**config.mk**
```make
export PLATFORM = sky130hd
export DESIGN_NAME = pcg_mac
export DESIGN_NICKNAME = d
export VERILOG_FILES = /design/src/sv/pcg32_random_engine_top_assert.svh /design/src/sv/pcg_pkg.sv /design/src/sv/pcg_mac.sv
export SDC_FILE = /design/constraint.sdc
export NUM_CORES = 2
export LEC_CHECK = 0
export ABC_AREA = 1
export BUFFER_PORTS_ARGS = -buffer_cell sky130_fd_sc_hd__buf_2
export CAP_MARGIN = 20
export CORE_MARGIN = 1.5
export CORE_UTILIZATION = 55
export CTS_BUF_LIST = sky130_fd_sc_hd__clkbuf_8 sky130_fd_sc_hd__clkbuf_16
export DETAILED_ROUTE_END_ITERATION = 8
export PLACE_DENSITY_LB_ADDON = 0.1
export SYNTH_ARGS = -nofsm -noshare
export SYNTH_HDL_FRONTEND = slang
export SYNTH_SLANG_ARGS = --single-unit
```
**constraint.sdc**
```tcl
create_clock -name i_clk -period 9.05 [get_ports i_clk]
set_input_delay 0.905 -clock i_clk [delete_from_list [all_inputs] [get_ports i_clk]]
set_output_delay 0.905 -clock i_clk [all_outputs]
set_load 0.02 [all_outputs]
```
**src/sv/pcg32_random_engine_top_assert.svh**
```systemverilog
// Assertion macros for the PCG32 engine sequencer RTL.
`ifndef PCG32_RANDOM_ENGINE_TOP_ASSERT_SVH
`define PCG32_RANDOM_ENGINE_TOP_ASSERT_SVH
// Implication checked on every rising clock edge outside reset.
`define PCG_ASSERT_IMPL(label, ante, cons, msg) \
    label: assert property (@(posedge i_clk) disable iff (!i_rst_n) (ante) |-> (cons)) \
        else $error(msg);
// Implication whose consequent is checked in the cycle after the antecedent.
`define PCG_ASSERT_NEXT(label, ante, cons, msg) \
    label: assert property (@(posedge i_clk) disable iff (!i_rst_n) (ante) |=> (cons)) \
        else $error(msg);
`endif

```
**src/sv/pcg_pkg.sv**
```systemverilog
// Shared types and constants of the PCG32 engine.
`default_nettype none
package pcg_pkg;
    localparam logic [63:0] LCG_MULT = 64'd6364136223846793005;
    localparam logic [11:0] COIN_MASK = 12'h800;
    localparam int unsigned ROT_SHIFT = 59;
    localparam int unsigned XS_OUT_SHIFT = 27;
    localparam int unsigned XS_IN_SHIFT = 18;

    typedef enum logic [2:0] {
        ACT_RESEED = 3'd0, ACT_DRAW32 = 3'd1, ACT_BND32 = 3'd2, ACT_DRAW64 = 3'd3,
        ACT_BND64 = 3'd4, ACT_COIN = 3'd5, ACT_ADVANCE = 3'd6, ACT_NONE = 3'd7
    } t_action;

    localparam logic CFG_SEED = 1'b0;
    localparam logic CFG_STREAM = 1'b1;

    // Request to the shared multiply-add unit: result = a * b + c.
    typedef struct packed {
        logic        start;
        logic [63:0] a;
        logic [63:0] b;
        logic [63:0] c;
    } t_mac_req;

    typedef struct packed {
        logic        done;
        logic [63:0] res;
    } t_mac_rsp;

    // Request to the shared remainder unit: result = num % den.
    typedef struct packed {
        logic        start;
        logic [63:0] num;
        logic [63:0] den;
    } t_mod_req;

    typedef struct packed {
        logic        done;
        logic [63:0] res;
    } t_mod_rsp;

    function automatic logic [31:0] xsh_rr(input logic [63:0] old);
        logic [63:0] t;
        logic [31:0] x;
        logic [4:0]  rot;
        begin
            t   = ((old >> XS_IN_SHIFT) ^ old) >> XS_OUT_SHIFT;
            x   = t[31:0];
            rot = 5'(old >> ROT_SHIFT);
            xsh_rr = (x >> rot) | (x << ((6'd32 - {1'b0, rot}) & 6'd31));
        end
    endfunction
endpackage
`default_nettype wire

```
**src/sv/pcg_mac.sv**
```systemverilog
// Shared 64-bit multiply-add unit, three 32x32 partial products, one per cycle.
`default_nettype none
module pcg_mac
    import pcg_pkg::*;
(
    input  wire logic     i_clk,
    input  wire logic     i_rst_n,
    input  wire t_mac_req i_req,
    output t_mac_rsp      o_rsp
);
    logic [63:0] r_a, r_b, r_acc, n_acc;
    logic [2:0]  r_step;
    logic        r_busy;
    logic [31:0] w_x, w_y;
    logic [63:0] w_pp;

    // Only the low 64 bits matter: a_lo*b_lo, a_lo*b_hi<<32, a_hi*b_lo<<32.
    always_comb begin
        case (r_step)
            3'd0:    begin w_x = r_a[31:0];  w_y = r_b[31:0];  end
            3'd1:    begin w_x = r_a[31:0];  w_y = r_b[63:32]; end
            default: begin w_x = r_a[63:32]; w_y = r_b[31:0];  end
        endcase
        w_pp = 64'(w_x) * 64'(w_y);
        n_acc = (r_step == 3'd0) ? r_acc + w_pp : r_acc + {w_pp[31:0], 32'd0};
    end

    always_ff @(posedge i_clk) begin
        if (!i_rst_n) begin
            r_busy <= 1'b0;
            r_step <= 3'd0;
        end else if (i_req.start) begin
            r_busy <= 1'b1;
            r_step <= 3'd0;
        end else if (r_busy) begin
            r_step <= r_step + 3'd1;
            if (r_step == 3'd2) r_busy <= 1'b0;
        end
    end

    always_ff @(posedge i_clk) begin
        if (i_req.start) begin
            r_a   <= i_req.a;
            r_b   <= i_req.b;
            r_acc <= i_req.c;
        end else if (r_busy) begin
            r_acc <= n_acc;
        end
    end

    assign o_rsp.done = !r_busy && (r_step == 3'd3);
    assign o_rsp.res  = r_acc;
endmodule
`default_nettype wire

```
==> flow_metrics.py <==
metrics = {
    "yosys": {
        "synth_largest_area_cell": "fa_1",
        "syn_area_sq_um": 47600,
        "yosysUniqueCellTypes": 58,
        "netlist.area_leader.share": 0.378,
        "avgSynthCellArea_sq_um": 8.10,
        "synth.most_common_cell": "inv_1",
        "synth_common_cells": "inv_1 (1,219), nand2_1 (1,133), fa_1 (898)",
        "synth_edf_count": 192,
        "syn_nets": 7337,
        "ys_seq_area_frac": 0.123,
        "synth_area_leaders": "fa_1 (38%), edfxtp_1 (12%), ha_1 (9.8%)",
        "syn-instance-count": 5871,
        "ys_ff_latch": 196,
        "async_flop_share": 0,
        "synth_ff_type": "edfxtp_1",
        "yosysWarnings": 0,
    },
    "sta": {
        "setup_viol": 41,
        "rsz0062_at_grt": "yes",
        "fin_crit_sh": 1.09,
        "max_freq_mhz": 102,
        "drv_slew": 0,
        "whs_ns": 0.518,
        "worst_slew_pin_slew_ns": 0.854,
        "min_period_ns": 9.84,
        "setup_ws_ns": -0.793,
        "slew_headroom": 0.430,
        "hold_violations": 0,
        "clock_skew_ns": 0.0211,
        "timing.setup.tns_ns": -20.89,
    },
    "setup_path": {
        "reg2reg_from": "r_step[0]",
        "cpPeakStageDelay_ns": 0.67,
        "crit_top_cell": "nand2_1",
        "r2r_slack_ns": -0.79,
        "rr_endpoint": "r_acc[61]",
        "startpoint": "r_step[0]",
        "required_ns": 9.36,
        "path_max_fanout": 11,
        "worst_setup_path_end_kind": "register",
        "crit_slowest_cell": "fa_2",
        "startpoint_type": "register",
        "endpoint": "r_acc[61]",
        "critPathKind": "reg -> reg",
        "arrival_ns": 10.16,
        "reg2regPathDepth": 47,
    },
    "grt": {
        "grt_antenna_before_repair": 3,
        "grtUsageTotal": 0.415,
        "busiest_layer": "met2",
        "first_global_vias": 45700,
        "grt_use_met2": 0.628,
        "use_met3": 0.104,
        "grt_pass1_wl_mm": 274,
        "gr-usage-met1": 0.564,
        "grt_max_degree": 59,
        "overflow": 0,
    },
    "clock_network": {
        "htree_levels": 4,
        "numCtsBuffers": 17,
        "clk_latency_ns": 0.55,
        "cts.sinks": 196,
        "clockRootBuffer": "clkbuf_16",
        "cts_hold_repair.buffers": 0,
        "cts_tree": "yes",
        "cts.clk_slew.worst_paths_ns": 0.10,
        "clockBufferDepth": 2,
    },
    "layout": {
        "layout-drive-gt1-share": 0.296,
        "syn_to_final_growth_pct": 31.3,
        "final_net_count": 8539,
        "fill_cells": 6892,
    },
    "outcome": {
        "status": "complete, but fails checks",
        "violations": "negative setup slack",
    },
    "die": {
        "die_w_um": 297,
        "start_util": 0.557,
        "ios": 260,
        "fp-row-count": 107,
        "core_area_sq_um": 85400,
        "die_h_um": 297,
        "die-area_sq_um": 88300,
    },
    "placed_design": {
        "post-place-ws_ns": -1.26,
        "routabilityCongestion": 1.01,
        "dp_hpwl_mm": 156,
        "numPortBuffers": 259,
    },
    "route": {
        "viasPerCell": 5.46,
        "first_pass_iters": 6,
        "drcViolationCount": 0,
        "initialDrtViolationCount": 4047,
        "vias": 44900,
        "antenna_left": 0,
        "wire_per_inst_um": 22.1,
        "wirelength_mm": 182,
    },
    "min_path": {
        "hp-start": "i_req[116]",
        "holdCritPathClass": "in -> reg",
    },
    "flow_run": {
        "cap_violations": 0,
    },
}
-- metal layers --
layer | routed length, um | part of all wire | vias up
li1 | - | - | 20100
met3 | 19900 | 0.11 | 455
met5 | 27 | 0.00015 | -
met2 | 79500 | 0.44 | 2246
met4 | 10400 | 0.057 | 4
met1 | 72300 | 0.40 | 22100
-- worst min path at each step --
stage                      endpoint  slack [ns]  cells past startpoint
final                       r_b[52]        0.52                      1
after global routing        r_b[52]        0.51                      1
after CTS                   r_b[41]        0.48                      1
after detailed placement  r_step[0]        0.51                      2
after global placement    r_step[0]        0.49                      2
after floorplan              r_busy        0.47                      2
-- repair_timing --
| action | 4_1_cts | 5_1_grt |
|---|---|---|
| setup buffers | 45 | 46 |
| pin swaps | 103 | 143 |
| setup endpoints to repair | 51 | 52 |
| gates cloned | 0 | 5 |
| resized for setup | 324 | 385 |
| hold endpoints to repair | 0 | 0 |
-- worst max-delay path: cells and delay by family (launching register included) --
family	cells	cell delay, ns
adders and majority gates	11	5.15
and+or+nand+nor	19	1.95
AOI/OAI and AO/OA	4	0.56
xor gates and xnor gates	1	0.17
DFF	1	0.38
buffers and inverters	12	1.34
-- registers in the layout, summed over array words and instances (netlist names) --
name    count
r_a        64
r_acc      64
r_b        64
r_step      3
r_busy      1
-- cell type report --
type	count	area, sq um	share of cell area
timing repair buffer	1364	10800	0.173
sequential	196	5850	0.0937
tap	1144	1430	0.0229
multi-input combinational	4231	39000	0.624
antenna	4	10.0	0.000160
clock buffer	17	425	0.00681
inverter	1263	4780	0.0765
clock inverter	15	194	0.00310
-- metrics by stage --
| stage | cell area, sq um | std cells | util |
|---|---|---|---|
| after floorplan | 47600 | 5871 | - |
| after CTS | 60400 | 8180 | 0.707 |
| after global placement | 57900 | 8103 | 0.678 |
| final | 62500 | 8234 | 0.731 |
| after detailed placement | 57900 | 8104 | 0.678 |
| after global routing | 62500 | 8230 | 0.731 |
-- cell usage in the layout, fill, tap and decap left out, types with 28 or more instances in the layout --
cell type,n
buf_12,80
nand2_1,1063
ha_4,56
xor2_1,28
edfxtp_1,192
inv_1,1174
nor2_4,35
buf_2,258
ha_1,313
nand3_1,116
nor2_2,93
a21oi_1,161
o21ai_1,33
fa_1,876
inv_2,70
o21ai_0,86
buf_4,994
nor2_1,765
nand2_2,79
or2_2,31
o21ai_2,59
a21oi_2,64
-- logic make-up (layout without fill, tap and decap cells) --
kind of cell               count (synthesis)  after routing  synth area share
AOI/OAI and AO/OA                        563            563            0.0703
adders and majority gates               1271           1271             0.476
and+or+nand+nor                         2326           2326             0.199
other                                      0              4                 0
buffers and inverters                   1444           2659             0.118
xor gates and xnor gates                  71             71            0.0131
DFF                                      196            196             0.123
Power is not shown: default switching activity piles up to over one toggle a cycle in this logic, so the estimate is an artifact.
