[config.mk]
export PLATFORM = sky130hd
export DESIGN_NAME = pcg_seq
export DESIGN_NICKNAME = d
export VERILOG_FILES = /design/src/sv/pcg_pkg.sv /design/src/sv/pcg_seq.sv
export VERILOG_INCLUDE_DIRS = /design/src /design/src/sv
export SDC_FILE = /design/constraint.sdc
export NUM_CORES = 2
export LEC_CHECK = 0
export BUFFER_PORTS_ARGS = -buffer_cell sky130_fd_sc_hd__buf_2
export CELL_PAD_IN_SITES_DETAIL_PLACEMENT = 1
export CELL_PAD_IN_SITES_GLOBAL_PLACEMENT = 2
export CORE_ASPECT_RATIO = 0.8
export CORE_MARGIN = 5
export CORE_UTILIZATION = 36
export CTS_BUF_LIST = sky130_fd_sc_hd__clkbuf_4
export CTS_CLUSTER_SIZE = 8
export DETAILED_ROUTE_END_ITERATION = 6
export PLACE_DENSITY = 0.8
export SLEW_MARGIN = 20
export SYNTH_ARGS = -nofsm -noshare
export SYNTH_HDL_FRONTEND = slang
export SYNTH_SLANG_ARGS = --single-unit
export TNS_END_PERCENT = 50
[constraint.sdc]
create_clock -name i_clk -period 13.94 [get_ports i_clk]
set_clock_uncertainty 0.2 [all_clocks]
set_input_delay 0 -clock i_clk [delete_from_list [all_inputs] [get_ports i_clk]]
set_output_delay 0 -clock i_clk [all_outputs]
set_load 0.005 [all_outputs]
[src/sv/pcg32_random_engine_top_assert.svh]
// Assertion macros for the PCG32 engine sequencer RTL.
`ifndef PCG32_RANDOM_ENGINE_TOP_ASSERT_SVH
`define PCG32_RANDOM_ENGINE_TOP_ASSERT_SVH
// Implication checked on every rising clock edge outside reset.
`define PCG_ASSERT_IMPL(label, ante, cons, msg) \
    label: assert property (@(posedge i_clk) disable iff (!i_rst_n) (ante) |-> (cons)) \
        else $error(msg);
// Implication whose consequent is checked in the cycle after the antecedent.
`define PCG_ASSERT_NEXT(label, ante, cons, msg) \
    label: assert property (@(posedge i_clk) disable iff (!i_rst_n) (ante) |=> (cons)) \
        else $error(msg);
`endif

[src/sv/pcg_pkg.sv]
// Shared types and constants of the PCG32 engine.
`default_nettype none
package pcg_pkg;
    localparam logic [63:0] LCG_MULT = 64'd6364136223846793005;
    localparam logic [11:0] COIN_MASK = 12'h800;
    localparam int unsigned ROT_SHIFT = 59;
    localparam int unsigned XS_OUT_SHIFT = 27;
    localparam int unsigned XS_IN_SHIFT = 18;

    typedef enum logic [2:0] {
        ACT_RESEED = 3'd0, ACT_DRAW32 = 3'd1, ACT_BND32 = 3'd2, ACT_DRAW64 = 3'd3,
        ACT_BND64 = 3'd4, ACT_COIN = 3'd5, ACT_ADVANCE = 3'd6, ACT_NONE = 3'd7
    } t_action;

    localparam logic CFG_SEED = 1'b0;
    localparam logic CFG_STREAM = 1'b1;

    // Request to the shared multiply-add unit: result = a * b + c.
    typedef struct packed {
        logic        start;
        logic [63:0] a;
        logic [63:0] b;
        logic [63:0] c;
    } t_mac_req;

    typedef struct packed {
        logic        done;
        logic [63:0] res;
    } t_mac_rsp;

    // Request to the shared remainder unit: result = num % den.
    typedef struct packed {
        logic        start;
        logic [63:0] num;
        logic [63:0] den;
    } t_mod_req;

    typedef struct packed {
        logic        done;
        logic [63:0] res;
    } t_mod_rsp;

    function automatic logic [31:0] xsh_rr(input logic [63:0] old);
        logic [63:0] t;
        logic [31:0] x;
        logic [4:0]  rot;
        begin
            t   = ((old >> XS_IN_SHIFT) ^ old) >> XS_OUT_SHIFT;
            x   = t[31:0];
            rot = 5'(old >> ROT_SHIFT);
            xsh_rr = (x >> rot) | (x << ((6'd32 - {1'b0, rot}) & 6'd31));
        end
    endfunction
endpackage
`default_nettype wire

[src/sv/pcg_seq.sv]
// Command sequencer of the PCG32 engine: drives the shared units per action.
`default_nettype none
`include "pcg32_random_engine_top_assert.svh"
module pcg_seq
    import pcg_pkg::*;
(
    input  wire logic        i_clk,
    input  wire logic        i_rst_n,
    input  wire logic        i_cmd_valid,
    output logic             o_cmd_ready,
    input  wire logic [2:0]  i_action,
    input  wire logic [63:0] i_operand,
    input  wire logic [63:0] i_seed,
    input  wire logic [63:0] i_inc,
    output t_mac_req         o_mac_req,
    input  wire t_mac_rsp    i_mac_rsp,
    output t_mod_req         o_mod_req,
    input  wire t_mod_rsp    i_mod_rsp,
    output logic             o_res_valid,
    input  wire logic        i_res_ready,
    output logic [63:0]      o_res_value
);
    typedef enum logic [6:0] {
        S_IDLE = 7'b0000001, S_STEP = 7'b0000010, S_THR  = 7'b0000100,
        S_RMOD = 7'b0001000, S_ADV  = 7'b0010000, S_ADVF = 7'b0100000,
        S_OUT  = 7'b1000000
    } t_state;

    // Multiply-add jobs: LCG step, or one of the advance products.
    typedef enum logic [2:0] {
        J_STEP, J_AM, J_AP, J_CP, J_CM, J_FIN
    } t_job;

    t_state      r_state;
    t_action     r_act;
    t_job        r_job;
    logic        r_wait, r_modwait;
    logic [1:0]  r_draws;   // draws left in current sample
    logic        r_reseed_ph;
    logic [63:0] r_lcg, r_bound, r_thr, r_samp, r_val;
    logic [63:0] r_dlt, r_cm, r_cp, r_am, r_ap;
    logic        r_res_valid;
    logic [31:0] w_draw;
    logic        w_is64;

    assign w_draw = xsh_rr(r_lcg);
    assign w_is64 = (r_act == ACT_DRAW64) || (r_act == ACT_BND64);
    assign o_cmd_ready = (r_state == S_IDLE) && !r_res_valid;
    assign o_res_valid = r_res_valid;
    assign o_res_value = r_val;

    always_comb begin
        o_mac_req.start = 1'b0;
        o_mac_req.a = r_lcg;
        o_mac_req.b = LCG_MULT;
        o_mac_req.c = i_inc;
        case (r_job)
            J_AM:    begin o_mac_req.a = r_am; o_mac_req.b = r_cm; o_mac_req.c = 64'd0; end
            J_AP:    begin o_mac_req.a = r_ap; o_mac_req.b = r_cm; o_mac_req.c = r_cp; end
            J_CP:    begin o_mac_req.a = r_cm + 64'd1; o_mac_req.b = r_cp;
                           o_mac_req.c = 64'd0; end
            J_CM:    begin o_mac_req.a = r_cm; o_mac_req.b = r_cm; o_mac_req.c = 64'd0; end
            J_FIN:   begin o_mac_req.a = r_am; o_mac_req.b = r_lcg; o_mac_req.c = r_ap; end
            default: ;
        endcase
        if ((r_state == S_STEP || r_state == S_ADV || r_state == S_ADVF) && !r_wait)
            o_mac_req.start = 1'b1;
        o_mod_req.start = (r_state == S_THR || r_state == S_RMOD) && !r_modwait;
        // threshold is taken in the width of the bound
        if (r_state == S_THR)
            o_mod_req.num = w_is64 ? (64'd0 - r_bound) : {32'd0, 32'd0 - r_bound[31:0]};
        else
            o_mod_req.num = r_samp;
        o_mod_req.den = r_bound;
    end

    always_ff @(posedge i_clk) begin
        if (!i_rst_n) begin
            r_state     <= S_IDLE;
            r_wait      <= 1'b0;
            r_modwait   <= 1'b0;
            r_res_valid <= 1'b0;
            r_lcg       <= 64'd0;
            r_job       <= J_STEP;
        end else begin
            if (r_res_valid && i_res_ready) r_res_valid <= 1'b0;
            case (r_state)
                S_IDLE: begin
                    if (i_cmd_valid && o_cmd_ready) begin
                        r_act   <= t_action'(i_action);
                        r_val   <= 64'd0;
                        r_samp  <= 64'd0;
                        r_wait  <= 1'b0;
                        r_modwait <= 1'b0;
                        r_reseed_ph <= 1'b0;
                        r_draws <= (t_action'(i_action) == ACT_DRAW64) ? 2'd2 : 2'd1;
                        if (t_action'(i_action) != ACT_ADVANCE) r_job <= J_STEP;
                        else if (i_operand == 64'd0) r_job <= J_FIN;
                        else r_job <= (i_operand[0]) ? J_AM : J_CP;
                        case (t_action'(i_action))
                            ACT_RESEED: begin r_lcg <= 64'd0; r_state <= S_STEP; end
                            ACT_DRAW32, ACT_COIN, ACT_DRAW64: r_state <= S_STEP;
                            ACT_BND32: begin
                                r_bound <= {32'd0, i_operand[31:0]};
                                r_state <= (i_operand[31:0] == 32'd0) ? S_OUT : S_THR;
                            end
                            ACT_BND64: begin
                                r_bound <= i_operand;
                                r_state <= (i_operand == 64'd0) ? S_OUT : S_THR;
                            end
                            ACT_ADVANCE: begin
                                r_dlt <= i_operand; r_cm <= LCG_MULT; r_cp <= i_inc;
                                r_am <= 64'd1; r_ap <= 64'd0;
                                r_state <= (i_operand == 64'd0) ? S_ADVF : S_ADV;
                            end
                            default: r_state <= S_OUT;
                        endcase
                    end
                end
                S_THR: begin
                    if (!r_modwait) r_modwait <= 1'b1;
                    else if (i_mod_rsp.done) begin
                        r_thr <= i_mod_rsp.res; r_modwait <= 1'b0;
                        r_draws <= w_is64 ? 2'd2 : 2'd1;
                        r_state <= S_STEP;
                    end
                end
                S_STEP: begin
                    if (!r_wait) r_wait <= 1'b1;
                    else if (i_mac_rsp.done) begin
                        r_wait <= 1'b0;
                        if (r_act == ACT_RESEED) begin
                            // first phase adds the seed before the final step
                            if (!r_reseed_ph) begin
                                r_lcg <= i_mac_rsp.res + i_seed;
                                r_reseed_ph <= 1'b1;
                            end else begin
                                r_lcg <= i_mac_rsp.res;
                                r_state <= S_OUT;
                            end
                        end else begin
                            r_lcg <= i_mac_rsp.res;
                            if (w_is64 && r_draws == 2'd2)
                                r_samp <= {32'd0, w_draw};
                            else if (w_is64)
                                r_samp <= {w_draw, r_samp[31:0]};
                            else
                                r_samp <= {32'd0, w_draw};
                            r_draws <= r_draws - 2'd1;
                            if (r_draws == 2'd1) begin
                                case (r_act)
                                    ACT_DRAW32: begin r_val <= {32'd0, w_draw};
                                        r_state <= S_OUT; end
                                    ACT_COIN: begin
                                        r_val <= {63'd0, |(w_draw[11:0] & COIN_MASK)};
                                        r_state <= S_OUT;
                                    end
                                    ACT_DRAW64: begin r_val <= {w_draw, r_samp[31:0]};
                                        r_state <= S_OUT; end
                                    default: r_state <= S_RMOD;
                                endcase
                            end
                        end
                    end
                end
                S_RMOD: begin
                    // reject samples below threshold and draw again
                    if (!r_modwait) begin
                        if (r_samp < r_thr) begin
                            r_draws <= w_is64 ? 2'd2 : 2'd1;
                            r_state <= S_STEP;
                        end else r_modwait <= 1'b1;
                    end else if (i_mod_rsp.done) begin
                        r_modwait <= 1'b0;
                        r_val <= i_mod_rsp.res;
                        r_state <= S_OUT;
                    end
                end
                S_ADV: begin
                    if (!r_wait) r_wait <= 1'b1;
                    else if (i_mac_rsp.done) begin
                        r_wait <= 1'b0;
                        case (r_job)
                            J_AM: begin r_am <= i_mac_rsp.res; r_job <= J_AP; end
                            J_AP: begin r_ap <= i_mac_rsp.res; r_job <= J_CP; end
                            J_CP: begin r_cp <= i_mac_rsp.res; r_job <= J_CM; end
                            default: begin
                                r_cm  <= i_mac_rsp.res;
                                r_dlt <= r_dlt >> 1;
                                if (r_dlt[63:1] == 63'd0) begin
                                    r_job <= J_FIN; r_state <= S_ADVF;
                                end else r_job <= r_dlt[1] ? J_AM : J_CP;
                            end
                        endcase
                    end
                end
                S_ADVF: begin
                    if (!r_wait) r_wait <= 1'b1;
                    else if (i_mac_rsp.done) begin
                        r_wait <= 1'b0; r_lcg <= i_mac_rsp.res; r_state <= S_OUT;
                    end
                end
                S_OUT: begin
                    if (!r_res_valid) begin
                        r_res_valid <= 1'b1; r_state <= S_IDLE;
                    end
                end
                default: r_state <= S_IDLE;
            endcase
        end
    end

    `PCG_ASSERT_IMPL(a_onehot, 1'b1, $onehot(r_state), "state not one-hot")
    `PCG_ASSERT_NEXT(a_res_hold, r_res_valid && !i_res_ready,
        r_res_valid && $stable(r_val), "result dropped while stalled")
    `PCG_ASSERT_IMPL(a_no_accept_busy, r_state != S_IDLE, !o_cmd_ready,
        "ready while busy")
    `PCG_ASSERT_IMPL(a_unit_excl, o_mac_req.start, !o_mod_req.start,
        "both units started")
endmodule
`default_nettype wire

==> results.json <==
{
  "ant_nets": 0,
  "portBuffers": 716,
  "path_class": "input port to register",
  "min_path_type": "input port to register",
  "fp.dieW_um": 386,
  "dpl_worst_slack_ps": 8990,
  "outcome": "finished with violations",
  "first_global_vias": 46800,
  "worst_pin_slew_ps": 1190,
  "synth_edf_count": 581,
  "tns_ps": 0,
  "cp_common_cell": "dlygate4sd3_1",
  "io_pins": 717,
  "fillers": 13100,
  "setup_ws_ps": 8070,
  "arrival_ps": 6770,
  "power_switching_mw": 3.95,
  "fin_crit_ps": 5870,
  "hold_buffers": 939,
  "path_cells": "dlygate4sd3_1, buf_2, dlygate4sd3_1, ha_1, inv_1, fa_1, nor2b_1, o31a_1, o211ai_1, a211oi_1, o2111ai_1, a21oi_1, a21oi_1, o21ai_0, nand2_1, dlygate4sd3_1, o211ai_1, dlygate4sd3_1, dlygate4sd3_1",
  "rsz0062_at_grt": "no",
  "drt_iter0_drc": 5922,
  "syn_nets": 4856,
  "antenna_found_initial": 45,
  "root_buffer": "clkbuf_4",
  "clock_power_share_pct": 20.6,
  "multi_input_area_mm2": 0.0204,
  "regArea_mm2": 0.0190,
  "synth_area_leader_cell": "edfxtp_1",
  "postCtsSetupBuffers": 0,
  "synth.top_cells.by_area": "edfxtp_1 (43%), nor2_1 (5.3%), nand2_1 (5.1%)",
  "yosysWarnings": 0,
  "placed_area_mm2": 0.0458,
  "syn_inst": 4394,
  "die_h_um": 311,
  "crit_fanout": 4,
  "swShare_pct": 45.0,
  "grt_overflow": 0,
  "seq_area_frac_synth_pct": 46.5,
  "coreArea_mm2": 0.113,
  "nNetsFinal": 6434,
  "timing.max_cap.violations": 0,
  "ctsResizeCount": 0,
  "die_area_mm2": 0.120,
  "layout_common_cells": "dlygate4sd3_1 (939), buf_2 (716), edfxtp_1 (581)",
  "drc_errors": 1,
  "synth_cell_types": 81,
  "clock_path_buffers": 3,
  "drive_gt1_share_pct": 18.6,
  "cp.required_ps": 14840,
  "finalPower_mw": 8.78,
  "grtUsageTotal_pct": 37.4,
  "fin_area_mm2": 0.0574,
  "pwr-share-seq_pct": 33.5,
  "tritoncts": "built",
  "max_freq_ghz": 0.170,
  "synth_top_cell_area_share_pct": 42.7,
  "ys_async_sr_fraction_pct": 0,
  "path_clk_slew_ps": 70,
  "route.vias.total": 46700,
  "grt_max_degree": 184,
  "final_common_cell": "dlygate4sd3_1",
  "finalSetupViolations": 0,
  "violations": "design-rule violations",
  "cts_buffers": 174,
  "critPathMaxStageDelay_ps": 770,
  "row_count": 110,
  "grt_pass1_wl_um": 335000,
  "hold_viol": 0,
  "clock-sinks": 658,
  "worstSetupStartpointType": "input port",
  "clock_latency_ps": 1220,
  "relSlewSlack_pct": 20.4,
  "ys_ff_latch": 658,
  "wl_um": 236000,
  "htree_levels": 4,
  "power.leakage_nw": 23.2,
  "p_int_mw": 4.84,
  "initial_utilization_pct": 36.3,
  "dr.pass1.iters": 7,
  "ir_worst_vdd_v": 0.000146,
  "cp_num_buf_inv": 7,
  "drt-vias-per-instance": 6.12,
  "hpwl_um": 154000,
  "cp-end-kind": "register",
  "p_comb_share_pct": 45.9,
  "p_per_area_mw_per_mm2": 153,
  "wire_per_inst_um": 30.9,
  "gp_congestion": 0.971,
  "syn-cell-area_mm2": 0.0408,
  "finalCritPeriodShare_pct": 42.1,
  "synth_area_per_cell_um2": 9.29,
  "cp_top_family": "buffers and inverters",
  "slowest_stage": "dlygate4sd3_1",
  "final_max_slew_viol_count": 0,
  "ys.flop_type": "edfxtp_1",
  "area_growth_pct": 40.7
}
-- per-layer routing --
layer | up-vias | GRT usage [%] | part of all wire [%]
li1 | 19600 | - | -
met1 | 23300 | 50.6 | 40
met2 | 3234 | 54.0 | 42
met3 | 653 | 12.4 | 13
met4 | 20 | 17.8 | 5.4
met5 | - | 0 | 0.054
-- final timing paths --
path | start | cells past startpoint | endpoint | slack, ps
min | i_action[1] | 3 | r_act[1] | 150
max | i_mac_rsp[0] | 19 | r_lcg[54] | 8070
min reg2reg | r_dlt[44] | 2 | r_dlt[43] | 290
max reg2reg | r_state[2] | 13 | r_lcg[62] | 8090
-- final cells by class --
class	instances	area share [%]
Multi-Input combinational cell	3305	35.5
Antenna cell	30	0.131
Clock buffer	244	3.19
Inverter	108	0.706
Timing Repair Buffer	1725	23.6
Tap cell	1512	3.29
Clock inverter	52	0.532
Sequential cell	658	33.1
-- kinds of logic (layout without fill, tap and decap cells) --
kind of cell	Yosys count	after routing	share of synthesized area [%]
xor+xnor	170	170	3.65
other cells	0	30	0
buf+inv	431	2129	4.01
fa+ha+maj	133	133	4.10
mux	80	80	2.48
flops	658	658	46.5
compound gates	1204	1204	20.1
simple gates	1718	1718	19.2
-- power by group through the flow --
stage	logic [mW]	registers, mW	clock network [mW]
global placement	3.38	2.92	0
detailed placement	3.41	2.93	0
CTS	3.83	2.89	1.76
floorplan	1.87	2.76	0
finish	4.03	2.95	1.81
global route	4.23	2.94	1.91
-- cells in the mapped netlist, drive strengths merged (13+ instances only) --
library cell / number
nand2: 554
o21a: 15
a22oi: 112
o31ai: 23
nor4: 54
o22ai: 16
mux2i: 54
nand4: 55
o21ai: 243
and2: 118
nor2: 578
clkbuf: 293
o211ai: 17
dfxtp: 77
edfxtp: 581
and3: 33
or3: 21
inv: 105
buf: 30
a221oi: 208
a21oi: 251
xnor2: 96
nor2b: 23
nand3: 70
a22o: 49
nor3b: 13
nor3: 99
ha: 132
a31oi: 33
mux4: 16
xor2: 74
o221ai: 14
nand2b: 56
a211oi: 40
a21o: 109
-- sequential cells by signal, summed over array words and instances (netlist names) --
name	flops
r_thr	64
r_cp	64
r_act	3
r_lcg	64
r_state	7
r_ap	64
o_res_value	64
r_wait	1
r_job	3
r_draws	2
o_res_valid	1
r_samp	64
r_dlt	63
r_am	64
r_reseed_ph	1
r_bound	64
r_cm	64
r_modwait	1
-- through the flow --
step	util (%)	hold slack [ps]	cells
6_report	51.0	145	7634
5_1_grt	51.0	114	7625
4_1_cts	50.9	0.593	7601
3_5_place_dp	40.7	-5.26	6366
3_3_place_gp	40.7	-6.80	6366
2_1_floorplan	-	-101	4394
-- worst register-to-register path: cells and delay by family, from the launching register on --
kind	cells	cell delay, ps
AO/OA/AOI/OAI	2	710
buffers and inverters	4	2370
flip-flops	1	360
multiplexers	1	60
AND/OR/NAND/NOR	6	2050
No activity file was read; power rests on OpenSTA's default activity.
