## config.mk

```make
export PLATFORM = sky130hd
export DESIGN_NAME = pcg_mod
export DESIGN_NICKNAME = d
export VERILOG_FILES = /design/src/sv/pcg32_random_engine_top_assert.svh /design/src/sv/pcg_pkg.sv /design/src/sv/pcg_mod.sv
export SDC_FILE = /design/constraint.sdc
export NUM_CORES = 1
export LEC_CHECK = 0
export BUFFER_PORTS_ARGS = -buffer_cell sky130_fd_sc_hd__buf_2
export CORE_ASPECT_RATIO = 0.8
export CORE_MARGIN = 1.5
export CORE_UTILIZATION = 40
export DETAILED_ROUTE_END_ITERATION = 12
export SLEW_MARGIN = 10
export SYNTH_ARGS = -nofsm -noshare
export SYNTH_HDL_FRONTEND = slang
export SYNTH_SLANG_ARGS = --single-unit
```

## constraint.sdc

```tcl
create_clock -name i_clk -period 3.5 [get_ports i_clk]
set_clock_uncertainty 0.05 [all_clocks]
set_input_delay 0 -clock i_clk [delete_from_list [all_inputs] [get_ports i_clk]]
set_output_delay 0 -clock i_clk [all_outputs]
set_load 0.01 [all_outputs]
```

## src/sv/pcg32_random_engine_top_assert.svh

```systemverilog
// Assertion macros for the PCG32 engine sequencer RTL.
`ifndef PCG32_RANDOM_ENGINE_TOP_ASSERT_SVH
`define PCG32_RANDOM_ENGINE_TOP_ASSERT_SVH
// Implication checked on every rising clock edge outside reset.
`define PCG_ASSERT_IMPL(label, ante, cons, msg) \
    label: assert property (@(posedge i_clk) disable iff (!i_rst_n) (ante) |-> (cons)) \
        else $error(msg);
// Implication whose consequent is checked in the cycle after the antecedent.
`define PCG_ASSERT_NEXT(label, ante, cons, msg) \
    label: assert property (@(posedge i_clk) disable iff (!i_rst_n) (ante) |=> (cons)) \
        else $error(msg);
`endif

```

## src/sv/pcg_pkg.sv

```systemverilog
// Shared types and constants of the PCG32 engine.
`default_nettype none
package pcg_pkg;
    localparam logic [63:0] LCG_MULT = 64'd6364136223846793005;
    localparam logic [11:0] COIN_MASK = 12'h800;
    localparam int unsigned ROT_SHIFT = 59;
    localparam int unsigned XS_OUT_SHIFT = 27;
    localparam int unsigned XS_IN_SHIFT = 18;

    typedef enum logic [2:0] {
        ACT_RESEED = 3'd0, ACT_DRAW32 = 3'd1, ACT_BND32 = 3'd2, ACT_DRAW64 = 3'd3,
        ACT_BND64 = 3'd4, ACT_COIN = 3'd5, ACT_ADVANCE = 3'd6, ACT_NONE = 3'd7
    } t_action;

    localparam logic CFG_SEED = 1'b0;
    localparam logic CFG_STREAM = 1'b1;

    // Request to the shared multiply-add unit: result = a * b + c.
    typedef struct packed {
        logic        start;
        logic [63:0] a;
        logic [63:0] b;
        logic [63:0] c;
    } t_mac_req;

    typedef struct packed {
        logic        done;
        logic [63:0] res;
    } t_mac_rsp;

    // Request to the shared remainder unit: result = num % den.
    typedef struct packed {
        logic        start;
        logic [63:0] num;
        logic [63:0] den;
    } t_mod_req;

    typedef struct packed {
        logic        done;
        logic [63:0] res;
    } t_mod_rsp;

    function automatic logic [31:0] xsh_rr(input logic [63:0] old);
        logic [63:0] t;
        logic [31:0] x;
        logic [4:0]  rot;
        begin
            t   = ((old >> XS_IN_SHIFT) ^ old) >> XS_OUT_SHIFT;
            x   = t[31:0];
            rot = 5'(old >> ROT_SHIFT);
            xsh_rr = (x >> rot) | (x << ((6'd32 - {1'b0, rot}) & 6'd31));
        end
    endfunction
endpackage
`default_nettype wire

```

## src/sv/pcg_mod.sv

```systemverilog
// Shared restoring remainder unit, one quotient bit per cycle.
`default_nettype none
module pcg_mod
    import pcg_pkg::*;
(
    input  wire logic     i_clk,
    input  wire logic     i_rst_n,
    input  wire t_mod_req i_req,
    output t_mod_rsp      o_rsp
);
    logic [63:0] r_num, r_den, r_rem;
    logic [6:0]  r_cnt;
    logic        r_busy, r_done;
    logic [64:0] w_sh, w_diff;

    always_comb begin
        w_sh   = {r_rem, r_num[63]};
        w_diff = w_sh - {1'b0, r_den};
    end

    always_ff @(posedge i_clk) begin
        if (!i_rst_n) begin
            r_busy <= 1'b0;
            r_done <= 1'b0;
            r_cnt  <= 7'd0;
        end else if (i_req.start) begin
            r_busy <= 1'b1;
            r_done <= 1'b0;
            r_cnt  <= 7'd0;
        end else if (r_busy) begin
            r_cnt <= r_cnt + 7'd1;
            if (r_cnt == 7'd63) begin
                r_busy <= 1'b0;
                r_done <= 1'b1;
            end
        end else begin
            r_done <= 1'b0;
        end
    end

    always_ff @(posedge i_clk) begin
        if (i_req.start) begin
            r_num <= i_req.num;
            r_den <= i_req.den;
            r_rem <= 64'd0;
        end else if (r_busy) begin
            r_num <= {r_num[62:0], 1'b0};
            r_rem <= w_diff[64] ? w_sh[63:0] : w_diff[63:0];
        end
    end

    assign o_rsp.done = r_done;
    assign o_rsp.res  = r_rem;
endmodule
`default_nettype wire

```

==> flow_metrics.tcl, run 1 <==
set metrics [dict create \
    p_leak_nw 6.734 \
    dp.final_hpwl_um 21690 \
    seq_area_frac_synth_pct 45.18 \
    async_flop_share_pct 0 \
    cts_made_buffers 23 \
    syn_nets 1400 \
    cts_root_buf "clkbuf_16" \
    powerDensity_mw_per_mm2 434.2 \
    syn_area_per_cell_um2 9.761 \
    start_util_pct 41.12 \
    cp-startpoint "r_num[63]$_DFFE_PP_" \
    cts_tree "built" \
    first_pass_iters 7 \
    tightest_slew_ps 1115 \
    min_period_ps 3356 \
    setup_ws_ps 143.7 \
    fillers 2558 \
    place_ws_ps -115.8 \
    hold_slack_ps 112.0 \
    htreeDepth 1 \
    worstPathCellList "inv_1, ha_2, fa_2, nand2b_4, a21oi_4, o211ai_1, a311oi_1, buf_4, o2111a_2, or4_4, nand4_4, buf_12, or3_1, a311oi_2" \
    dieHeight_um 156.3 \
    start_kind "register" \
    synth_seq_cells 201 \
    synthAdderAreaFrac_pct 7.096 \
    reg2reg_from "r_num[63]$_DFFE_PP_" \
    synth_area_leaders "edfxtp_1 33%, dfxtp_1 12%, ha_1 6.9%" \
    fin_crit_sh_pct 95.89 \
    fmax_ghz 0.2979 \
    finalWirelength_um 31490 \
    clock_sinks 201 \
    relSlewSlack_pct 25.42 \
    path_clk_slew_ps 60 \
    path_delay_family "compound AO/OA/AOI/OAI gates" \
    rows 55 \
    synth_edf_count 128 \
    ys_warn_count 0 \
    drt_iter0_markers 642 \
    cp-end-kind "register" \
    drive_above_1_share_pct 25.29 \
    synth_top_family_by_area "compound AO/OA/AOI/OAI gates" \
    synth_xor_xnor_area_share_pct 4.401 \
    slowest_stage "or3_1" \
    io-pin-count 196 \
    synth_top_cell_by_area "edfxtp_1" \
    crit_type "reg2reg" \
    antenna_left 0 \
    outcome "finished, final reports clean" \
    crit_buf_inv 3 \
    final_cells 1932 \
    cts_max_path_buffers 3 \
    crit_arrival_ps 3750 \
    diodes 0 \
    syn_area_mm2 0.01174 \
    grt_use_total_pct 20.37 \
    antenna_found_initial 0 \
    ir_worst_vdd_mv 0.3706 \
    design_area_mm2 0.01558 \
    setup_viol 0 \
    synthMuxAreaShare_pct 7.416 \
    drv_cap 0 \
    syn_inst 1203 \
    die_w_um 194.6 \
    grt_max_degree 134 \
    port_buffers 195 \
    synth_top_area_share_pct 32.73 \
    yosys.area_share.simple_pct 12.29 \
    cpPeakStageDelay_ps 390 \
    grt_overflow_total 0 \
    vias 9970 \
    slew_violations 0 \
    p_total_mw 6.766 \
    wire_per_inst_um 16.30 \
    synth_compound_area_share_pct 17.87 \
    finalHoldViolations 0 \
    dieArea_mm2 0.03040 \
    hp-class "in2reg" \
    clock_latency_ps 540 \
    dp_cells 1755 \
    drcViolationCount 0 \
    grt_pass1_wl_um 50380 \
    worstPathMaxFanout 7 \
    coreArea_mm2 0.02856 \
    required_ps 3890 \
    min_from "i_req[8]" \
    vias_per_cell 5.160 \
    post_dp_cell_area_mm2 0.01337 \
    nNetsFinal 1742 \
    place_congestion 0.8864 \
    grt_pass1_vias 9683 \
    rsz0062_at_grt "yes" \
    area_growth_pct 32.71 \
    synth-main-ff-cell "edfxtp_1" \
    synth.distinct_cells 70 \
]
-- Yosys cell counts, drive strengths merged, types with 6 or more instances --
library cell and n:
a21o 32, a311oi 27, edfxtp 128, a32oi 8, nor3 13, mux2i 15
a211oi 26, nand2 113, o21bai 14, and2 7, xor2 19, nand3 9
nand2b 8, clkbuf 41, a31oi 14, xnor2 40, mux2 64, nand4 28
inv 85, dfxtp 73, o21ai 56, ha 65, or3 6, and3 9
buf 33, nor2 111, a21oi 100
-- report_power, final --
group | switching (mW) | internal (mW)
registers | 0.108 | 2.74
clock network | 1.00 | 1.47
logic | 0.768 | 0.684
-- metal layers --
metal  GRT usage, %  part of all wire (%)  vias up
met3          3.944                   5.5       36
met4          4.278                   1.7        0
li1               -                     -     5073
met1          29.81                    50     4612
met5              0                     0        -
met2          31.13                    43      249
-- cells in the final DEF, fill, tap and decap left out, types with 4 or more instances in the layout --
master,synthesis,layout
o21a_1,5,5
buf_12,0,5
nor2b_1,4,4
ha_1,65,60
dfxtp_1,73,72
a311oi_1,27,26
buf_2,23,194
xnor2_1,40,40
nand4_1,27,27
a31oi_1,14,13
a32oi_1,8,8
clkbuf_16,0,23
clkbuf_1,40,6
dlygate4sd3_1,0,130
o211ai_1,4,4
mux2_2,64,64
or3_1,6,6
and3_1,9,9
buf_4,6,60
mux2i_1,15,15
nand2b_1,8,7
nor3_1,13,12
o21ai_1,9,11
o21bai_1,14,14
edfxtp_1,128,128
a211oi_1,26,25
o21ai_0,47,45
and2_1,7,7
xor2_1,19,19
nor2_1,111,110
inv_1,84,83
a21oi_1,98,95
a21oi_2,2,4
ha_2,0,5
nand3_1,9,9
nand2_1,113,113
a21o_1,32,32
-- final timing paths --
path / depth (start not counted) / slack, ps / end
setup reg to reg: 14 / 140 / r_rem[5]$_SDFFE_PP0P_
setup / recovery: 14 / 140 / r_rem[5]$_SDFFE_PP0P_
hold / removal: 2 / 110 / r_den[8]$_DFFE_PP_
hold reg to reg: 2 / 430 / r_cnt[6]$_SDFFE_PP0P_
-- cell type report --
| type | instances | area [um^2] | share of cell area [%] |
|---|---|---|---|
| inverter | 86 | 322.8 | 2.071 |
| tap | 370 | 462.9 | 2.971 |
| clock buffer | 30 | 611.8 | 3.926 |
| clock inverter | 12 | 160.2 | 1.028 |
| multi-input combinational | 842 | 5872 | 37.68 |
| timing repair buffer | 391 | 2845 | 18.26 |
| sequential | 201 | 5309 | 34.07 |
-- registers in the layout, indices dropped and copies added, names as in the netlist --
register / flops
r_done: 1
r_cnt: 7
r_num: 64
r_den: 64
r_busy: 1
r_rem: 64
-- repair_timing --
item                                   in CTS  in global routing
hold buffers                              130                  0
pin swaps                                   2                  8
gates resized for setup                     2                 24
buffers inserted                            0                  5
setup endpoints to repair                  11                 60
endpoints found under the hold margin     182                  0
-- cells by family (layout without fill, tap and decap cells) --
group,after synthesis,count (layout)
multiplexers,79,79
buffers and inverters,160,519
XOR/XNOR,59,59
AND/OR/NAND/NOR,320,320
AO/OA/AOI/OAI,318,318
adder cells (fa/ha/maj),66,66
flip-flops,201,201
-- metrics by stage --
stage	utilization (%)	TNS [ps]
CTS	54.10	0
detailed placement	46.81	-202.2
floorplan	-	0
finish	54.57	0
global route	54.57	-30.30
global placement	46.81	0
Note: power is estimated with default switching activity, not from simulation.
==> run 2: changes to the inputs <==
==> constraint.sdc (replaced) <==
create_clock -name i_clk -period 3.5 [get_ports i_clk]
set_clock_uncertainty 0.05 [all_clocks]
set_input_delay 0.35 -clock i_clk [delete_from_list [all_inputs] [get_ports i_clk]]
set_output_delay 0.35 -clock i_clk [all_outputs]
set_load 0.01 [all_outputs]
==> run 2 against run 1 <==
Against the previous run:
- via count decreased by 1.9%
- global-route usage decreased by 0.49 points
- critical path type unchanged
- worst setup slack got worse by 12 ps
- highest routed layer unchanged
- core utilization decreased by 2.4 points
- power decreased by 2.0%
- maximum frequency decreased by 0.35%
- flip-flop and latch count unchanged
- worst hold slack got worse by 49 ps
- clock power decreased by 3%
- first-iteration DRC count decreased by 24%
==> flow_metrics.tcl, run 2 (synthesized netlist as in run 1, its figures left out) <==
set metrics [dict create \
    post_dp_cell_area_mm2 0.01340 \
    layout_common_cells "194 x buf_2, 128 x edfxtp_1, 113 x nand2_1" \
    rr_worst_depth 14 \
    htreeDepth 1 \
    required_ps 3890 \
    dieArea_mm2 0.03040 \
    dp_cells 1757 \
    io-pin-count 196 \
    antenna_found_initial 0 \
    hp-class "in2reg" \
    regArea_mm2 0.005310 \
    slew_violations 0 \
    grt_pass1_wl_um 48800 \
    clock_sinks 201 \
    wire_per_inst_um 16.57 \
    vias 9784 \
    fillers 2656 \
    grt_pass1_vias 9340 \
    reg2reg_from "r_num[63]$_DFFE_PP_" \
    grt_overflow_total 0 \
    wl_met3_um 1681 \
    vias_per_cell 5.246 \
    r2r-end "r_rem[5]$_SDFFE_PP0P_" \
    fin_crit_sh_pct 96.23 \
    antenna_left 0 \
    cts_max_path_buffers 3 \
    area_growth_pct 26.79 \
    fmax_ghz 0.2969 \
    worstPathMaxFanout 6 \
    drive_above_1_share_pct 25.89 \
    diodes 0 \
    grt_use_total_pct 19.88 \
    cp-end-kind "register" \
    coreArea_mm2 0.02856 \
    r2r_slack_ps 130 \
    path_clk_slew_ps 60 \
    cts_made_buffers 23 \
    design_area_mm2 0.01489 \
    met1_length_um 15710 \
    drt_iter0_markers 487 \
    clock_latency_ps 530 \
    cts_tree "built" \
    min_path_cells 2 \
    min_period_ps 3368 \
    port_buffers 195 \
    cp-startpoint "r_num[63]$_DFFE_PP_" \
    grt_max_degree 72 \
    dp.final_hpwl_um 22350 \
    postLayoutCoreUtil_pct 52.13 \
    cts_root_buf "clkbuf_16" \
    p_leak_nw 6.469 \
    start_kind "register" \
    outcome "finished, final reports clean" \
    drcViolationCount 0 \
    nNetsFinal 1677 \
    top_layer "met4" \
    final_cells 1865 \
    p_total_mw 6.631 \
    finalHoldViolations 0 \
    reg_top3 "r_den (64), r_num (64), r_rem (64)" \
    crit_type "reg2reg" \
    met2_length_um 13060 \
    relSlewSlack_pct 43.43 \
    place_congestion 0.8967 \
    final_common_cell "buf_2" \
    crit_arrival_ps 3760 \
    first_pass_iters 5 \
    tightest_slew_ps 848.5 \
    die_w_um 194.6 \
    rows 55 \
    finalWirelength_um 30890 \
    setup_viol 0 \
    multiInputGateArea_mm2 0.005839 \
    dieHeight_um 156.3 \
    start_util_pct 41.12 \
    final.setup.tns_ps 0 \
    powerDensity_mw_per_mm2 445.4 \
    ir_worst_vdd_mv 0.3730 \
    crit_end "r_rem[5]$_SDFFE_PP0P_" \
    drv_cap 0 \
]
==> run 2: what timing repair did <==
action | CTS | global route
resized for setup | 2 | 14
endpoints found under the hold margin | 65 | 0
buffers inserted | 1 | 2
pin swaps | 3 | 4
endpoints found under the setup margin | 31 | 63
hold buffers | 65 | 0
==> run 2: critical path: stages (launching register included) <==
cell      delay, ps
edfxtp_1        350
inv_1            50
ha_1            220
fa_2            350
nand2b_4        150
a21oi_2         170
o211ai_1        150
a311oi_2        300
buf_4           170
o2111a_2        220
or4_4           140
nand4_4         140
buf_12          190
or3_1           360
a311oi_1        260
==> run 2: worst min-delay path by stage <==
stage,start,end,slack [ps]
after floorplan,r_done$_SDFFE_PP0P_,r_done$_SDFFE_PP0P_,380
after global placement,r_done$_SDFFE_PP0P_,r_done$_SDFFE_PP0P_,400
after detailed placement,r_done$_SDFFE_PP0P_,r_done$_SDFFE_PP0P_,410
after CTS,i_req[112],r_num[48]$_DFFE_PP_,30
after global routing,i_req[115],r_num[51]$_DFFE_PP_,40
final,i_req[112],r_num[48]$_DFFE_PP_,60
==> run 2: metal layers <==
metal | up-vias | track usage, %
met4 | 0 | 4.129
met3 | 31 | 4.116
met1 | 4603 | 29.02
li1 | 4921 | -
met2 | 229 | 30.30
met5 | - | 0
==> run 2: cell type report <==
class	count	area share, %
clock buffers	29	4.084
inverters	86	2.168
flip-flops and latches	201	35.67
repair buffers	326	14.85
clock inverters	11	0.8992
multi-input cells	842	39.22
well taps	370	3.110
==> run 2: metrics by stage <==
stage,hold WS (ps),setup WS (ps)
finish,63.07,131.8
global route,36.35,-17.13
CTS,30.61,3.447
detailed placement,406.5,-104.6
global placement,399.3,77.86
floorplan,384.2,435.8
==> run 2: report_power, final <==
group | total (mW) | internal [mW] | switching [mW]
clock | 2.40 | 1.39 | 1.01
sequential | 2.84 | 2.74 | 0.103
combinational | 1.39 | 0.634 | 0.759
total | 6.63 | 4.76 | 1.87
==> run 3: changes to the inputs <==
- GPL_ROUTABILITY_DRIVEN: unset -> 0
- RECOVER_POWER: unset -> 25
==> run 3 against run 2 <==
Against the previous run:
- first-iteration DRC count is 42% higher
- combinational power is essentially flat
- global-route usage is essentially flat
- design area up 0.39%
- clock-buffer cell count fell by 2
- maximum frequency grew 0.22%
- die area unchanged
- final cell count grew 0.11%
- worst setup slack improved by 7.3 ps
- non-clock buffer count up 2
==> flow_metrics.tcl, run 3 (synthesized netlist as in run 1, its figures left out) <==
set metrics [dict create \
    cts_root_buf "clkbuf_16" \
    reg2reg_from "r_num[63]$_DFFE_PP_" \
    layout_common_cells "189 x buf_2, 128 x edfxtp_1, 113 x nand2_1" \
    outcome "finished, final reports clean" \
    p_leak_nw 6.494 \
    dieArea_mm2 0.03040 \
    htreeDepth 1 \
    setup_ws_ps 139.2 \
    vias_per_cell 5.225 \
    grt_overflow_total 0 \
    io-pin-count 196 \
    postLayoutCoreUtil_pct 52.34 \
    grt_pass1_vias 9430 \
    first_pass_iters 5 \
    area_growth_pct 27.29 \
    crit_arrival_ps 3750 \
    powerDensity_mw_per_mm2 444.8 \
    grt_max_degree 129 \
    power_switching_mw 1.834 \
    p_total_mw 6.648 \
    vias 9756 \
    clock_sinks 201 \
    pwr-share-clk_pct 36.4 \
    drv_cap 0 \
    final_common_cell "buf_2" \
    start_kind "register" \
    finalWirelength_um 30620 \
    drcViolationCount 0 \
    cp-startpoint "r_num[63]$_DFFE_PP_" \
    nNetsFinal 1678 \
    worstPathMaxFanout 6 \
    grt_pass1_wl_um 49180 \
    dieHeight_um 156.3 \
    switching_share_pct 27.59 \
    antenna_found_initial 1 \
    ir_worst_vdd_mv 0.3751 \
    min_period_ps 3361 \
    final.setup.tns_ps 0 \
    cts_made_buffers 22 \
    hold_slack_ps 62.73 \
    grt_use_total_pct 19.90 \
    tightest_slew_ps 854.5 \
    required_ps 3890 \
    cts_max_path_buffers 3 \
    cts_tree "built" \
    reg_top3 "r_den (64), r_num (64), r_rem (64)" \
    antenna_left 0 \
    fin_crit_sh_pct 96.02 \
    wire_per_inst_um 16.40 \
    relSlewSlack_pct 43.03 \
    finalHoldViolations 0 \
    die_w_um 194.6 \
    place_ws_ps -74.83 \
    drive_above_1_share_pct 26.05 \
    coreArea_mm2 0.02856 \
    pwr-share-comb_pct 20.9 \
    crit_type "reg2reg" \
    start_util_pct 41.12 \
    setup_viol 0 \
    rows 55 \
    fmax_ghz 0.2975 \
    diodes 0 \
    p_int_mw 4.814 \
    min_from "i_req[100]" \
    slew_violations 0 \
    clock_latency_ps 530 \
    rsz0062_at_grt "yes" \
    r2r_slack_ps 140 \
    drt_iter0_markers 693 \
    seqPwrFrac_pct 42.7 \
    port_buffers 195 \
    path_clk_slew_ps 60 \
    cp-end-kind "register" \
    dp.final_hpwl_um 21820 \
    hp-class "in2reg" \
]
-- run 3: cell count changes in the layout (fill, tap and decap cells not counted), moves of 2 or more --
cell      delta
buf_2        -5
ha_1         -3
clkbuf_8     +2
clkinv_2     +3
ha_2         +3
-- run 3: worst paths after layout --
check	endpoint	cells past startpoint
setup / recovery	r_rem[5]$_SDFFE_PP0P_	14
hold / removal	r_num[36]$_DFFE_PP_	2
setup reg to reg	r_rem[5]$_SDFFE_PP0P_	14
hold reg to reg	r_done$_SDFFE_PP0P_	2
-- run 3: layer usage --
layer	global-route usage [%]	vias to the layer above	wire length, um
met3	4.504	29	1973
met2	29.65	264	12750
met1	29.35	4525	15400
li1	-	4938	-
met5	0	-	0
met4	4.092	0	503
-- run 3: worst max-delay path: stages, from the launching register on --
cell      delay, ps
edfxtp_1        350
inv_1            50
ha_2            190
fa_2            340
nand2b_4        160
a21oi_4         140
o211ai_1        140
a311oi_1        310
buf_4           180
o2111a_1        230
or4_4           140
nand4_4         180
buf_12          200
or3_1           350
a311oi_1        250
-- run 3: through the flow --
step / std cells / area [um^2]
CTS: 1861 / 14800
global placement: 1756 / 13390
floorplan: 1203 / 11740
detailed placement: 1756 / 13390
finish: 1867 / 14950
global route: 1867 / 14950
-- run 3: final cells by class --
type | instances | area [um^2]
clock inverter | 13 | 153.9
fill | 2644 | 13610
timing repair buffer | 328 | 2238
tap | 370 | 462.9
clock buffer | 27 | 599.3
inverter | 86 | 322.8
multi-input combinational | 842 | 5861
sequential | 201 | 5309
-- run 3: power groups by stage --
stage	Sequential [mW]	Combinational, mW	Clock [mW]
2_1_floorplan	2.87	0.879	0
3_3_place_gp	2.88	1.30	0
3_5_place_dp	2.89	1.30	0
4_1_cts	2.84	1.37	2.50
5_1_grt	2.86	1.55	2.58
6_report	2.84	1.39	2.42
-- run 3: repair_timing --
item                       CTS  global route
gates resized for setup      1            20
setup buffers                0             5
setup endpoints to repair    4            58
gates cloned                 0             1
hold endpoints to repair    65             0
hold buffers                65             0
pin swaps                    1             8
